## src/rtl/ncdc_pkg.sv

```systemverilog
// shared types, widths and codes for the nearest-centroid data cost block
`timescale 1ns / 1ps
`default_nettype none

package ncdc_pkg;

  localparam int CH_W    = 12;            // centroid channel, unsigned 8.4
  localparam int PIX_W   = 8;             // pixel and markup byte
  localparam int SLOT_W  = 6;             // slot field of a load item
  localparam int SQ_W    = 26;            // sum of three 12-bit squares
  localparam int RAD_W   = SQ_W + 16;     // squared distance scaled to Q.12 after root
  localparam int ROOT_W  = RAD_W / 2;     // truncated distance
  localparam int DEN_W   = ROOT_W + 1;    // sum of two distances
  localparam int COST_W  = 23;            // cost output width

  localparam logic [6:0] SEED_COST = 7'd100;

  localparam logic CMD_LOAD     = 1'b0;
  localparam logic CMD_CLASSIFY = 1'b1;

  localparam logic SET_BACKGROUND = 1'b0;
  localparam logic SET_FOREGROUND = 1'b1;

  localparam logic [PIX_W-1:0] MARK_LO = 8'd0;
  localparam logic [PIX_W-1:0] MARK_HI = 8'd255;

  typedef enum logic [1:0] {
    CLASS_UNCERTAIN = 2'd0,
    CLASS_FG_SEED   = 2'd1,
    CLASS_BG_SEED   = 2'd2
  } pix_class_t;

  typedef enum logic [1:0] {
    ST_IDLE,
    ST_SEARCH,
    ST_ROOT,
    ST_DIVIDE
  } state_t;

  typedef struct packed {
    logic [CH_W-1:0] c2;
    logic [CH_W-1:0] c1;
    logic [CH_W-1:0] c0;
  } cent_t;

  typedef struct packed {
    logic [PIX_W-1:0] c2;
    logic [PIX_W-1:0] c1;
    logic [PIX_W-1:0] c0;
  } pix_t;

  // centroid table write
  typedef struct packed {
    logic              en;
    logic              set;
    logic [SLOT_W-1:0] slot;
    cent_t             cent;
  } wr_t;

  function automatic logic [CH_W-1:0] abs_diff(input logic [CH_W-1:0] a,
                                               input logic [CH_W-1:0] b);
    abs_diff = (a >= b) ? (a - b) : (b - a);
  endfunction

endpackage

`default_nettype wire

```

## src/rtl/ncdc_sqrt.sv

```systemverilog
// bit-serial integer square root of a scaled squared distance
`timescale 1ns / 1ps
`default_nettype none

module ncdc_sqrt (
  input  wire logic                        clk,
  input  wire logic                        rst_n,
  input  wire logic                        start,
  input  wire logic [ncdc_pkg::SQ_W-1:0]   sq,
  output logic                             done,
  output logic [ncdc_pkg::ROOT_W-1:0]      root
);

  localparam int RW = ncdc_pkg::RAD_W;

  logic          busy_r, done_r;
  logic [RW-1:0] v_r, res_r, bit_r;
  logic [RW-1:0] v_nxt, res_nxt, trial;

  always_comb begin
    trial   = res_r + bit_r;
    v_nxt   = v_r;
    res_nxt = res_r >> 1;
    if (v_r >= trial) begin
      v_nxt   = v_r - trial;
      res_nxt = (res_r >> 1) + bit_r;
    end
  end

  always_ff @(posedge clk) begin
    if (!rst_n) begin
      busy_r <= 1'b0;
      done_r <= 1'b0;
    end else begin
      done_r <= 1'b0;
      if (start) begin
        busy_r <= 1'b1;
      end else if (busy_r && bit_r[0]) begin
        busy_r <= 1'b0;
        done_r <= 1'b1;
      end
    end
  end

  always_ff @(posedge clk) begin
    if (start) begin
      v_r   <= {sq, 16'h0000};
      res_r <= '0;
      bit_r <= RW'(1) << (RW - 2);
    end else if (busy_r) begin
      v_r   <= v_nxt;
      res_r <= res_nxt;
      bit_r <= bit_r >> 2;
    end
  end

  assign done = done_r;
  assign root = res_r[ncdc_pkg::ROOT_W-1:0];

endmodule

`default_nettype wire

```

## config.mk

```make
export PLATFORM = sky130hd
export DESIGN_NAME = ncdc_sqrt
export DESIGN_NICKNAME = d
export VERILOG_FILES = /design/src/rtl/ncdc_pkg.sv /design/src/rtl/ncdc_sqrt.sv
export SDC_FILE = /design/constraint.sdc
export NUM_CORES = 1
export LEC_CHECK = 0
export ABC_AREA = 1
export BUFFER_PORTS_ARGS = -buffer_cell sky130_fd_sc_hd__buf_2
export CORE_ASPECT_RATIO = 1.75
export CORE_MARGIN = 2
export CORE_UTILIZATION = 50
export DETAILED_ROUTE_END_ITERATION = 10
export PLACE_DENSITY = 0.65
export SYNTH_ARGS = -nofsm -noshare
export SYNTH_HDL_FRONTEND = slang
export SYNTH_SLANG_ARGS = --single-unit
```

## constraint.sdc

```tcl
create_clock -name clk -period 9.82 [get_ports clk]
set_input_delay 0.982 -clock clk [delete_from_list [all_inputs] [get_ports clk]]
set_output_delay 0.982 -clock clk [all_outputs]
set_load 0.05 [all_outputs]
```

==> run metrics <==
first-pass GRT wire length=68.54 mm; Clock power frac=0.144; Final Max Slew Viols=0; part of the Yosys area used for sequential elements=0.2023; share of the synthesized area in the top cell type=0.2109; DRT Pass-1 Iters=5; Post-Route Setup TNS=0 ns; DRC errors left=0; Area growth, synth to finish=4.890%; logic gate share of total power=0.630; Port Buffers=50; clk_lat worst skew=0.40 ns; Synth Register Bits=107; Die ar.=25040 um2; Async SR Flop Fraction=0; skew final=0.01443 ns; outcome=complete, no violations; switch share=0.5345; commonest register cell after synthesis=dfxtp_1; Clk pin slew, worst setup/hold paths=0.09 ns; Multi-input gate area=8079 um2; slew margin rel.=0.1748; Internal Power=1234 uW; highest ir drop seen on vdd=0.3390 mV; Inserted Clock Buffers=9; overall routing resource usage=0.3603; Max Cap Viol=0; final worst path period share=0.7021; ant diodes=0; CP Launch Type=flip-flop; Leak Pwr=0.005720 uW; H-tree depth=3; crit path max fanout=58; Final setup viols=0; hold_buf cts=0; io pins=51; WHS=0.4866 ns; Post-Syn Area per Cell=5.886 um2; CTS tree=done; CTS resizes=0; synthesized cell area=11870 um2; Core Box Area=23330 um2; Die W=120.5 um; crit path time final=6.895 ns; final core utilization=0.5337; row count=74; largest cells by area after synthesis=nand2_1 21%, dfxtp_1 14%, ha_1 9.1%; Final Hold Fails=0; Arr. time, crit path=6.75 ns; top cell type by total area after synthesis=nand2_1; Iter 0 DRT Violations=788; Worst Max-Slew Pin Slew=1.235 ns; Distinct cells, synth=44; fmax=145.0 MHz; CP required=9.67 ns; Post-Synthesis Cells=2017; DR vias=13080; Post-synth EDFFs=26; initial core utilization=0.5088; sinks on the clock net=107; clock root cell=clkbuf_16; routed len/inst=19.21 um; Hold Path Class=flip-flop to flip-flop; Syn. warnings=0; initial antenna violation count=0; pin count of the biggest net entering global routing=59; NetSw=1417 uW; Post-CTS Repair Setup Buffers=0; P per Cell Area=212.9 nW/um2; fillers=2625; FF+latch area=2402 um2; gr ovfl total=0; HPWL Detailed=36.71 mm; Mapped Nets=2133; RSZ-0062 raised after global routing=false; Crit Path Category=flip-flop to flip-flop; layout cells sized above 1=0.05328; Crit. End Element=flip-flop; NumNets Final=2138; Routed Antenna Nets=0; global placement routability congestion=1.114; CTS Buffer Depth=2; die height=207.8 um; vias in the first global route=12830; Routed WL=44.79 mm; vias per std cell=5.611; Sequential Power Share=0.226
-- worst max-delay path, cell delays in order (launching register included) --
cell and delay (ns):
dfxtp_1 0.42, ha_1 0.40, nand2_1 0.12, o21ai_0 0.43, a21oi_1 0.16, o21ai_0 0.57
nand2_1 0.12, nand3_1 0.16, xor2_1 0.22, ha_1 0.33, a21oi_1 0.21, nor2_1 0.06
a211oi_1 0.38, nand2_2 0.12, nor2_4 0.40, nand2_4 0.45, nand2_1 0.62, buf_4 0.34
nand2_1 0.75
-- cells by family (layout without fill, tap and decap cells) --
kind of cell,count (synthesis),in the layout,synth area share
buf+inv,330,340,0.1176
flops,107,107,0.2023
simple gates,1147,1147,0.4086
compound gates,270,270,0.1231
xor+xnor,76,76,0.05607
fa+ha+maj,87,87,0.09232
-- sequential cells by signal, indices dropped and copies added, names as in the netlist --
name and cells:
bit_r 21, busy_r 1, done 1, res_r 42, v_r 42
-- through the flow --
stage,cell area [um2],setup slack (ns),std cells,total power [uW]
final,12450,2.925,2331,2651
after global routing,12450,2.587,2331,2879
after CTS,12450,3.088,2331,2639
after detailed placement,12160,3.118,2315,2252
after global placement,12160,3.158,2315,2248
after floorplan,11870,5.799,2017,1843
-- cell usage after synthesis (23+ instances only) --
library cell,number
dfxtp_1,81
a21oi_1,90
xor2_1,31
inv_1,266
nor2_1,202
o21ai_0,111
xnor2_1,45
nand2_1,667
clkbuf_1,23
nand3_1,171
edfxtp_1,26
ha_1,86
nor3_1,24
-- cells in the final DEF, fill, tap and decap left out, types with 20 or more instances in the layout --
master	netlist	routed
nor3_1	24	24
a21oi_1	90	90
buf_2	6	50
xnor2_1	45	45
o22ai_1	22	22
edfxtp_1	26	26
nand3b_1	20	20
nand3_1	171	171
nor2_1	202	200
ha_1	86	86
xor2_1	31	31
inv_1	266	266
o21ai_0	111	111
nand2_1	667	667
dfxtp_1	81	81
-- path summary, 6_finish.rpt --
| kind | startpoint | endpoint | slack (ns) | cells after the start |
|---|---|---|---|---|
| worst max-delay path | res_r[10] | v_r[21] | 2.93 | 18 |
| worst min-delay path | v_r[11] | v_r[11] | 0.49 | 2 |
| worst max register to register | res_r[10] | v_r[21] | 2.93 | 18 |
| worst min register to register | v_r[11] | v_r[11] | 0.49 | 2 |
-- routing by layer --
| layer | share of wire | up-vias | global-route usage |
|---|---|---|---|
| met4 | 0.083 | 0 | 0.2602 |
| met2 | 0.52 | 434 | 0.6589 |
| met1 | 0.36 | 5982 | 0.3713 |
| met5 | 0 | - | 0 |
| met3 | 0.039 | 161 | 0.03929 |
| li1 | - | 6502 | - |
-- final cells by class --
cell class / count / area share
Multi-Input combinational cell: 1580 / 0.6487
Sequential cell: 107 / 0.1929
Inverter: 269 / 0.08128
Tap cell: 304 / 0.03054
Timing Repair Buffer: 55 / 0.02311
Clock buffer: 9 / 0.01808
Clock inverter: 7 / 0.005325
-- power groups by stage --
stage	sequential [uW]	combinational, uW	clock (uW)
final	599	1670	383
after global routing	608	1870	404
after CTS	597	1650	388
after detailed placement	606	1650	0
after global placement	606	1640	0
after floorplan	576	1270	0
(Power assumes the default switching activity.)
