[src/rtl/ncdc_pkg.sv]
// shared types, widths and codes for the nearest-centroid data cost block
`timescale 1ns / 1ps
`default_nettype none

package ncdc_pkg;

  localparam int CH_W    = 12;            // centroid channel, unsigned 8.4
  localparam int PIX_W   = 8;             // pixel and markup byte
  localparam int SLOT_W  = 6;             // slot field of a load item
  localparam int SQ_W    = 26;            // sum of three 12-bit squares
  localparam int RAD_W   = SQ_W + 16;     // squared distance scaled to Q.12 after root
  localparam int ROOT_W  = RAD_W / 2;     // truncated distance
  localparam int DEN_W   = ROOT_W + 1;    // sum of two distances
  localparam int COST_W  = 23;            // cost output width

  localparam logic [6:0] SEED_COST = 7'd100;

  localparam logic CMD_LOAD     = 1'b0;
  localparam logic CMD_CLASSIFY = 1'b1;

  localparam logic SET_BACKGROUND = 1'b0;
  localparam logic SET_FOREGROUND = 1'b1;

  localparam logic [PIX_W-1:0] MARK_LO = 8'd0;
  localparam logic [PIX_W-1:0] MARK_HI = 8'd255;

  typedef enum logic [1:0] {
    CLASS_UNCERTAIN = 2'd0,
    CLASS_FG_SEED   = 2'd1,
    CLASS_BG_SEED   = 2'd2
  } pix_class_t;

  typedef enum logic [1:0] {
    ST_IDLE,
    ST_SEARCH,
    ST_ROOT,
    ST_DIVIDE
  } state_t;

  typedef struct packed {
    logic [CH_W-1:0] c2;
    logic [CH_W-1:0] c1;
    logic [CH_W-1:0] c0;
  } cent_t;

  typedef struct packed {
    logic [PIX_W-1:0] c2;
    logic [PIX_W-1:0] c1;
    logic [PIX_W-1:0] c0;
  } pix_t;

  // centroid table write
  typedef struct packed {
    logic              en;
    logic              set;
    logic [SLOT_W-1:0] slot;
    cent_t             cent;
  } wr_t;

  function automatic logic [CH_W-1:0] abs_diff(input logic [CH_W-1:0] a,
                                               input logic [CH_W-1:0] b);
    abs_diff = (a >= b) ? (a - b) : (b - a);
  endfunction

endpackage

`default_nettype wire

[src/rtl/ncdc_div.sv]
// restoring divider for one fractional cost, one quotient bit per cycle
`timescale 1ns / 1ps
`default_nettype none

module ncdc_div #(
  parameter int FRAC_BITS = 16
) (
  input  wire logic                        clk,
  input  wire logic                        rst_n,
  input  wire logic                        start,
  input  wire logic [ncdc_pkg::ROOT_W-1:0] num,
  input  wire logic [ncdc_pkg::DEN_W-1:0]  den,
  output logic                             done,
  output logic [FRAC_BITS:0]               quot
);

  localparam int DW    = ncdc_pkg::DEN_W;
  localparam int CNT_W = $clog2(FRAC_BITS + 1);

  logic             busy_r, done_r;
  logic [CNT_W-1:0] cnt_r;
  logic [DW-1:0]    rem_r, den_r;
  logic [FRAC_BITS:0] q_r;
  logic [DW-1:0]    num_ext;
  logic             q_top;
  logic [DW:0]      rem2;
  logic             ge;
  logic [DW-1:0]    rem_nxt;

  always_comb begin
    num_ext = DW'(num);
    q_top   = (num_ext >= den);
    rem2    = {rem_r, 1'b0};
    ge      = (rem2 >= {1'b0, den_r});
    rem_nxt = ge ? DW'(rem2 - {1'b0, den_r}) : DW'(rem2);
  end

  always_ff @(posedge clk) begin
    if (!rst_n) begin
      busy_r <= 1'b0;
      done_r <= 1'b0;
      cnt_r  <= '0;
    end else begin
      done_r <= 1'b0;
      if (start) begin
        busy_r <= 1'b1;
        cnt_r  <= CNT_W'(FRAC_BITS);
      end else if (busy_r) begin
        cnt_r <= cnt_r - CNT_W'(1);
        if (cnt_r == CNT_W'(1)) begin
          busy_r <= 1'b0;
          done_r <= 1'b1;
        end
      end
    end
  end

  // integer quotient bit first, then one fraction bit per step
  always_ff @(posedge clk) begin
    if (start) begin
      den_r <= den;
      rem_r <= q_top ? (num_ext - den) : num_ext;
      q_r   <= {{FRAC_BITS{1'b0}}, q_top};
    end else if (busy_r) begin
      rem_r <= rem_nxt;
      q_r   <= {q_r[FRAC_BITS-1:0], ge};
    end
  end

  assign done = done_r;
  assign quot = q_r;

endmodule

`default_nettype wire

[config.mk]
export PLATFORM = sky130hd
export DESIGN_NAME = ncdc_div
export DESIGN_NICKNAME = d
export VERILOG_FILES = /design/src/rtl/ncdc_pkg.sv /design/src/rtl/ncdc_div.sv
export SDC_FILE = /design/constraint.sdc
export NUM_CORES = 1
export LEC_CHECK = 0
export BUFFER_PORTS_ARGS = -buffer_cell sky130_fd_sc_hd__buf_2
export CELL_PAD_IN_SITES_DETAIL_PLACEMENT = 1
export CELL_PAD_IN_SITES_GLOBAL_PLACEMENT = 1
export CORE_UTILIZATION = 35
export CTS_BUF_LIST = sky130_fd_sc_hd__clkbuf_4 sky130_fd_sc_hd__clkbuf_8 sky130_fd_sc_hd__clkbuf_16
export CTS_CLUSTER_DIAMETER = 50
export DETAILED_ROUTE_END_ITERATION = 7
export GPL_TIMING_DRIVEN = 1
export HOLD_SLACK_MARGIN = 0.1
export PLACE_DENSITY = 0.68
export SLEW_MARGIN = 10
export SYNTH_ARGS = -nofsm -noshare
export SYNTH_HDL_FRONTEND = slang
export SYNTH_SLANG_ARGS = --single-unit
[constraint.sdc]
create_clock -name clk -period 5.3 [get_ports clk]
set_input_delay 0.795 -clock clk [delete_from_list [all_inputs] [get_ports clk]]
set_output_delay 0.795 -clock clk [all_outputs]
set_load 0.005 [all_outputs]
==> flow_summary.toml, run 1 <==
[status]
status = "complete, no violations"

[placement]
placed_area_um2 = 5730
hpwlAfterDp_mm = 11.2
port_buffers = 63
gp_congestion = 0.857

[clock_network]
worst_skew_pair.late_latency_ns = 0.35
cts_max_level = 3
post_cts.repair.setup_buffers = 0
ctsResizeCount = 0
cts.sinks = 68
postCtsHoldBufs = 0
tritoncts.num_buffers = 9
root_buffer = "clkbuf_16"
clockBufferDepth = 2
clk_pin_slew_ns = 0.06
cts_tree = "done"

[logic_synthesis]
synth_edf_count = 45
syn-cell-area_um2 = 5270
ys_seq_area_frac = 0.344
synthTopCellsByArea = "edfxtp_1, ha_1, dfxtp_1, mux2i_1, xnor2_1"
synth.most_common_cell = "inv_1"
synthTopCellsByCount = "inv_1, nor2_1, mux2i_1, edfxtp_1, ha_1"
synth-seq-cells = 68
synth_cells = 570
yosys.area.top_type = "edfxtp_1"
async_flop_share = 0
synth_nets = 663
synth_top_cell_area_share = 0.257
synth_flop_cell = "edfxtp_1"
syn_avg_cell_area_um2 = 9.24
ys_types = 60
synth_warnings = 0

[timing]
drv_slew = 0
fin_crit_ns = 3.67
slew_headroom = 0.223
rsz0062_at_grt = "no"
max_freq_mhz = 273
hold_violations = 0
holdWs_ns = 0.510
setup_viol = 0
tightest_slew_ns = 1.16
clock_skew_ns = 0.0109
setup_tns_ns = 0
min_period_over_period = 0.692

[grt]
overflow = 0
grt_max_degree = 68
grt_pass1_wl_mm = 24.2
track_usage = 0.196
grt_pass1_vias = 4591
antenna_found_initial = 1

[critical_path]
crit_chain = "buf_2 -> inv_1 -> ha_1 -> fa_1 -> nand2b_1 -> a21oi_1 -> o31ai_1 -> a31o_2 -> a21boi_2 -> o31ai_4 -> buf_4 -> mux2i_1 -> a22oi_1"
crit_type = "in -> reg"
endpoint_kind = "register"
crit_buf_inv = 3
required_ns = 5.35
crit_family = "compound AO/OA/AOI/OAI gates"
start_kind = "input pin"
cp_slowest_stage_delay_ns = 0.72
cp.depth = 13
rr_worst_depth = 11
cp.arrival_ns = 3.72
cp_slowest_cell = "o31ai_4"
cp_max_fo = 19

[detailed_routing]
wl_mm = 14.3
drc_errors = 0
vias = 4305
drt_first_pass_iters = 4
drtAntennaViolNets = 0
wl_per_cell_um = 17.5
vias_per_cell = 5.26
drt_iter0_markers = 189

[floorplan]
dieArea_um2 = 15500
io_pins = 64
fp.dieW_um = 125
rows = 44
core-area_um2 = 14600
die_height_um = 125
start_util = 0.361

[power_and_ir_drop]
p_per_area_nw_per_um2 = 419
leakagePower_nw = 2.74
peakVddDrop_mv = 0.146

[final_layout]
fin_area_um2 = 6030
n_fill_cell = 1698
syn2layout_area_growth_pct = 14.5
drive_above_1_share = 0.156
nNetsFinal = 722

[job]
drv_cap = 0

[hold_path]
whs_path_depth = 2
hold_path.class = "reg -> reg"
layer usage:
layer | global-route usage | vias to the layer above | share of wire
met5 | 0 | - | 0
met4 | 0.0666 | 0 | 0.014
met3 | 0.0249 | 13 | 0.022
met2 | 0.317 | 54 | 0.46
met1 | 0.268 | 2058 | 0.50
li1 | - | 2180 | -
state kept, by name, indices dropped and copies added (netlist names):
signal	cells
busy_r	1
cnt_r	5
den_r	22
rem_r	22
done	1
quot	17
placed cells by master, fill, tap and decap left out, drive strengths merged, types with 6 or more instances in the layout:
cell    instances
buf            67
inv            54
nor2           51
mux2i          46
ha             45
edfxtp         45
a21oi          45
o21ai          34
nand2          30
xnor2          28
dfxtp          23
a21o           19
a211oi         13
xor2           11
clkbuf         10
nand2b          9
nor3            9
nand4           8
nand3           6
a31oi           6
and3            6
power breakdown:
part | switching, W | internal, W | total, W | leakage, nW
combinational | 0.000680 | 0.000505 | 0.00118 | 1.96
clock | 0.000253 | 0.000348 | 0.000600 | 0.148
sequential | 0.0000573 | 0.000687 | 0.000744 | 0.634
cells by family (layout without fill, tap and decap cells):
family	count (synthesis)	after routing	synth area share
mux	51	51	0.0981
flops	68	68	0.344
fa+ha+maj	47	47	0.115
simple gates	138	138	0.127
other cells	0	1	0
buf+inv	72	136	0.0582
compound gates	155	155	0.193
xor+xnor	39	39	0.0649
worst paths after layout:
| path | start | to | slack [ns] |
|---|---|---|---|
| max | num[0] | rem_r[14] | 1.63 |
| min | cnt_r[1] | cnt_r[1] | 0.51 |
| max reg2reg | rem_r[0] | rem_r[9] | 1.82 |
| min reg2reg | cnt_r[1] | cnt_r[1] | 0.51 |
cell type report:
class / count / area, um2 / area share
repair buffers: 67 / 345 / 0.0572
diodes: 1 / 2.50 / 0.000415
inverters: 53 / 199 / 0.0330
clock inverters: 6 / 45.0 / 0.00747
flip-flops and latches: 68 / 1810 / 0.300
well taps: 184 / 230 / 0.0382
clock buffers: 10 / 250 / 0.0415
multi-input cells: 430 / 3150 / 0.522
worst min-delay path, delay by kind of cell (launching register included):
family,cells,cell delay (ns)
flops,1,0.33
simple gates,1,0.09
compound gates,1,0.05
through the flow:
stage | total power [W] | utilization | setup WS (ns) | cells
floorplan | 0.00163 | - | 2.09 | 570
global placement | 0.00188 | 0.393 | 1.41 | 802
detailed placement | 0.00192 | 0.393 | 1.22 | 802
CTS | 0.00254 | 0.413 | 1.59 | 818
global route | 0.00270 | 0.413 | 1.34 | 819
finish | 0.00253 | 0.413 | 1.63 | 819
(Power assumes the default switching activity.)
==> run 2: changes to the inputs <==
PLACE_DENSITY = 0.7   (was 0.68)
clock period = 3.1 ns   (was 5.3 ns; I/O delays follow)
==> flow_summary.toml, run 2 (synthesis results as in run 1) <==
[critical_path]
cp_slowest_cell = "edfxtp_1"
crit_type = "reg -> reg"
startpoint = "rem_r[0]"
cp.arrival_ns = 3.16
cp_max_fo = 7
endpoint_kind = "register"
crit_buf_inv = 1
crit_family = "simple AND/OR/NAND/NOR gates"
r2r_start = "rem_r[0]"
cp_slowest_stage_delay_ns = 0.47
required_ns = 3.15
start_kind = "register"
cpMostUsedCell = "mux2i_1"
crit_chain = "ha_4 -> nor2b_4 -> o31a_1 -> o31ai_4 -> and4_4 -> o21ai_4 -> and3_4 -> nor2_4 -> buf_6 -> mux2i_1 -> mux2i_1"

[grt]
antenna_found_initial = 0
grt_pass1_wl_mm = 24.7
grt_max_degree = 39
track_usage = 0.198
overflow = 0
grt_pass1_vias = 4771

[power_and_ir_drop]
p_per_area_nw_per_um2 = 724
leakagePower_nw = 2.99
peakVddDrop_mv = 0.307
fin_total_pwr_w = 0.00469

[detailed_routing]
wl_met1_mm = 7.57
wl_mm = 15.4
met2_wirelength_mm = 7.20
drt_first_pass_iters = 4
routed-wl-met3_um = 329
vias = 4549
wl_per_cell_um = 17.8
top_layer_used = "met4"
drt_iter0_markers = 225
vias_per_cell = 5.28
drtAntennaViolNets = 0
drc_errors = 0

[timing]
rsz0062_at_grt = "yes"
fin_crit_ns = 3.11
max_freq_mhz = 322
hold_violations = 0
slew_headroom = 0.541
clock_skew_ns = 0.0125
setup_ws_ns = -0.00646
setup_viol = 1
tightest_slew_ns = 0.685
min_period_over_period = 1.00
drv_slew = 0

[floorplan]
fp.dieW_um = 125
io_pins = 64
dieArea_um2 = 15500
start_util = 0.361
die_height_um = 125
core-area_um2 = 14600
rows = 44

[clock_network]
cts.sinks = 68
cts_tree = "done"
worst_skew_pair.late_latency_ns = 0.34
root_buffer = "clkbuf_16"
clk_pin_slew_ns = 0.06
cts_max_level = 3
tritoncts.num_buffers = 9
clockBufferDepth = 2

[status]
status = "finished, violations left"
violations = "setup timing"

[placement]
hpwlAfterDp_mm = 12.0
placed_area_um2 = 6050
gp_congestion = 0.832
place_ws_ns = -0.152
port_buffers = 63

[final_layout]
regArea_um2 = 1810
multiInputGateArea_um2 = 3230
diodes = 0
nNetsFinal = 766
fin_area_um2 = 6480
drive_above_1_share = 0.227
final_common_cell = "buf_2"
syn2layout_area_growth_pct = 23.1
layout_common_cells = "buf_2, inv_1, nor2_1"
n_fill_cell = 1674

[job]
drv_cap = 0

[hold_path]
worstHoldStart = "den[11]"
hold_path.class = "in -> reg"
==> run 2: cell count changes in the layout (fill, tap and decap cells not counted), moves of 2 or more <==
| cell | previous run | this run |
|---|---|---|
| buf_4 | 4 | 45 |
| mux2i_2 | 0 | 2 |
| inv_4 | 0 | 2 |
| mux2_4 | 0 | 2 |
| clkinv_4 | 3 | 0 |
| mux2i_1 | 46 | 43 |
| mux2_2 | 5 | 3 |
==> run 2: path summary, 6_finish.rpt <==
| path | end | slack, ns | depth (start not counted) |
|---|---|---|---|
| setup / recovery | rem_r[5] | -0.006 | 11 |
| hold / removal | den_r[11] | 0.32 | 1 |
| setup reg to reg | rem_r[5] | -0.006 | 11 |
| hold reg to reg | quot[16] | 0.50 | 2 |
==> run 2: worst register-to-register path, stage by stage, from the launching register on <==
cell	delay, ns
edfxtp_1	0.47
ha_4	0.26
nor2b_4	0.12
o31a_1	0.33
o31ai_4	0.29
and4_4	0.27
o21ai_4	0.06
and3_4	0.20
nor2_4	0.20
buf_6	0.20
mux2i_1	0.28
mux2i_1	0.14
==> run 2: final cells by class <==
class | instances | area share
timing repair buffer | 111 | 0.108
clock buffer | 12 | 0.0436
tap | 184 | 0.0355
inverter | 53 | 0.0307
multi-input combinational | 430 | 0.499
sequential | 68 | 0.279
clock inverter | 4 | 0.00405
==> run 2: power by group <==
group	internal (W)	switching [W]
Combinational	0.00107	0.00129
Clock	0.000651	0.000407
Sequential	0.00117	0.0000973
Total	0.00289	0.00180
==> run 2: per-layer routing <==
metal  GRT usage  vias to the layer above
li1            -                     2265
met1       0.274                     2205
met2       0.319                       60
met3      0.0228                       19
met4      0.0659                        0
met5           0                        -
==> run 2: repair_timing <==
item | 4_1_cts | 5_1_grt
endpoints found under the setup margin | 10 | 19
hold buffers | 0 | 0
buffers inserted | 0 | 3
pin swaps | 0 | 9
resized for setup | 2 | 19
==> run 2: through the flow <==
step	setup TNS, ns	hold WS [ns]	util	instances
after global placement	-0.0670	0.469	0.415	843
after detailed placement	-0.932	0.489	0.415	843
after global routing	-0.176	0.311	0.444	862
after CTS	0	0.312	0.437	859
final	-0.00646	0.318	0.444	862
after floorplan	0	0.469	-	570
==> run 3: changes to the inputs <==
CORE_UTILIZATION = 41   (was 35)
PLACE_DENSITY = 0.8   (was 0.7)
==> flow_summary.toml, run 3 (synthesis results as in run 1) <==
[timing]
setup_viol = 0
min_period_over_period = 0.996
max_freq_mhz = 324
holdWs_ns = 0.318
hold_violations = 0
drv_slew = 0
setup_tns_ns = 0
rsz0062_at_grt = "yes"
fin_crit_ns = 3.09
tightest_slew_ns = 0.609
slew_headroom = 0.592
clock_skew_ns = 0.0153

[critical_path]
cp.arrival_ns = 3.16
cpMostUsedCell = "mux2_4"
r2r_start = "rem_r[0]"
rr_worst_depth = 11
crit_chain = "ha_4 -> nor2b_4 -> o31a_1 -> o31ai_4 -> and4_4 -> o21ai_4 -> and3_4 -> nor2_4 -> buf_12 -> mux2_4 -> mux2_4"
rr_endpoint = "rem_r[3]"
cp_max_fo = 5
cp_slowest_cell = "edfxtp_1"
r2r_slack_ns = 0.01
required_ns = 3.17
start_kind = "register"
endpoint = "rem_r[3]"
endpoint_kind = "register"
cp_slowest_stage_delay_ns = 0.48
crit_type = "reg -> reg"
startpoint = "rem_r[0]"

[power_and_ir_drop]
fin_total_pwr_w = 0.00525
pwr-share-comb = 0.542
leakagePower_nw = 2.98
p_per_area_nw_per_um2 = 793
p_int_w = 0.00316
seqPwrFrac = 0.249
clock_power_share = 0.209
peakVddDrop_mv = 0.302
swShare = 0.398
switchingPower_w = 0.00209

[placement]
gp_congestion = 0.906
port_buffers = 63
hpwlAfterDp_mm = 11.5

[detailed_routing]
drc_errors = 0
wl_per_cell_um = 20.0
drt_iter0_markers = 311
drtAntennaViolNets = 0
vias_per_cell = 5.60
vias = 4728
drt_first_pass_iters = 5
wl_mm = 16.8

[final_layout]
nNetsFinal = 760
drive_above_1_share = 0.237
syn2layout_area_growth_pct = 25.8
diodes = 0
final_common_cell = "buf_2"
layout_common_cells = "buf_2, inv_1, nor2_1"
n_fill_cell = 1431

[hold_path]
hold_path.class = "in -> reg"
whs_path_depth = 1

[grt]
grt_pass1_vias = 4751
antenna_found_initial = 0
track_usage = 0.238
grt_pass1_wl_mm = 24.3
grt_max_degree = 68
overflow = 0

[clock_network]
clk_pin_slew_ns = 0.07
postCtsHoldBufs = 0
cts_tree = "done"
tritoncts.num_buffers = 9
worst_skew_pair.late_latency_ns = 0.34
root_buffer = "clkbuf_16"
clockBufferDepth = 2
cts_max_level = 3
cts.sinks = 68

[floorplan]
rows = 41
fp.dieW_um = 115
dieArea_um2 = 13300
start_util = 0.419
die_height_um = 115
core-area_um2 = 12600
io_pins = 64

[job]
drv_cap = 0

[status]
status = "complete, no violations"
run 3: changes by cell type in the layout (fill, tap and decap cells not counted), sizes merged:
cell / change
inv: -2
bufinv: +1
clkinv: +2
buf: -8
clkinvlp: +1
run 3: timing repair:
item                                    CTS  global route
pin swaps                                 1             8
setup buffers                             1             4
cloned                                    0             3
endpoints found under the setup margin    8            20
gates resized for setup                   6            33
run 3: worst min-delay path by stage:
stage,start,end,slack [ns]
final,den[20],den_r[20],0.32
after floorplan,cnt_r[1],cnt_r[1],0.47
after global placement,quot[16],quot[16],0.47
after global routing,den[20],den_r[20],0.31
after CTS,den[20],den_r[20],0.32
after detailed placement,cnt_r[1],cnt_r[1],0.50
run 3: power by group through the flow:
| stage | combinational [W] | clock (W) | sequential (W) |
|---|---|---|---|
| 3_5_place_dp | 0.00211 | 0 | 0.00128 |
| 4_1_cts | 0.00225 | 0.00109 | 0.00128 |
| 2_1_floorplan | 0.00154 | 0 | 0.00125 |
| 3_3_place_gp | 0.00202 | 0 | 0.00127 |
| 6_report | 0.00285 | 0.00110 | 0.00131 |
| 5_1_grt | 0.00301 | 0.00114 | 0.00132 |
run 3: critical path, delay by kind of cell (launching register included):
family | cells | cell delay [ns]
mux | 2 | 0.58
buf+inv | 1 | 0.14
compound gates | 3 | 0.65
simple gates | 4 | 0.69
fa+ha+maj | 1 | 0.27
flops | 1 | 0.48
run 3: area by class of cell:
| class | count | area, um2 | area share |
|---|---|---|---|
| clock buffers | 10 | 250 | 0.0378 |
| flip-flops and latches | 68 | 1810 | 0.274 |
| well taps | 172 | 215 | 0.0325 |
| clock inverters | 6 | 68.8 | 0.0104 |
| multi-input cells | 430 | 3360 | 0.507 |
| repair buffers | 105 | 719 | 0.109 |
| inverters | 53 | 199 | 0.0300 |
run 3: metrics by stage:
step	setup WS [ns]	std cells	cell area, um2	utilization
after floorplan	0.215	570	5270	-
after global placement	-0.0971	820	5980	0.476
after detailed placement	-0.196	820	5980	0.476
after CTS	-0.00395	837	6340	0.504
after global routing	-0.130	844	6620	0.527
final	0.0135	844	6620	0.527
run 3: layer usage:
layer  share of wire  vias to the layer above  track usage
li1                -                     2252            -
met1            0.43                     2290        0.304
met2            0.50                      141        0.409
met3           0.040                       45       0.0343
met4           0.028                        0       0.0831
met5               0                        -            0
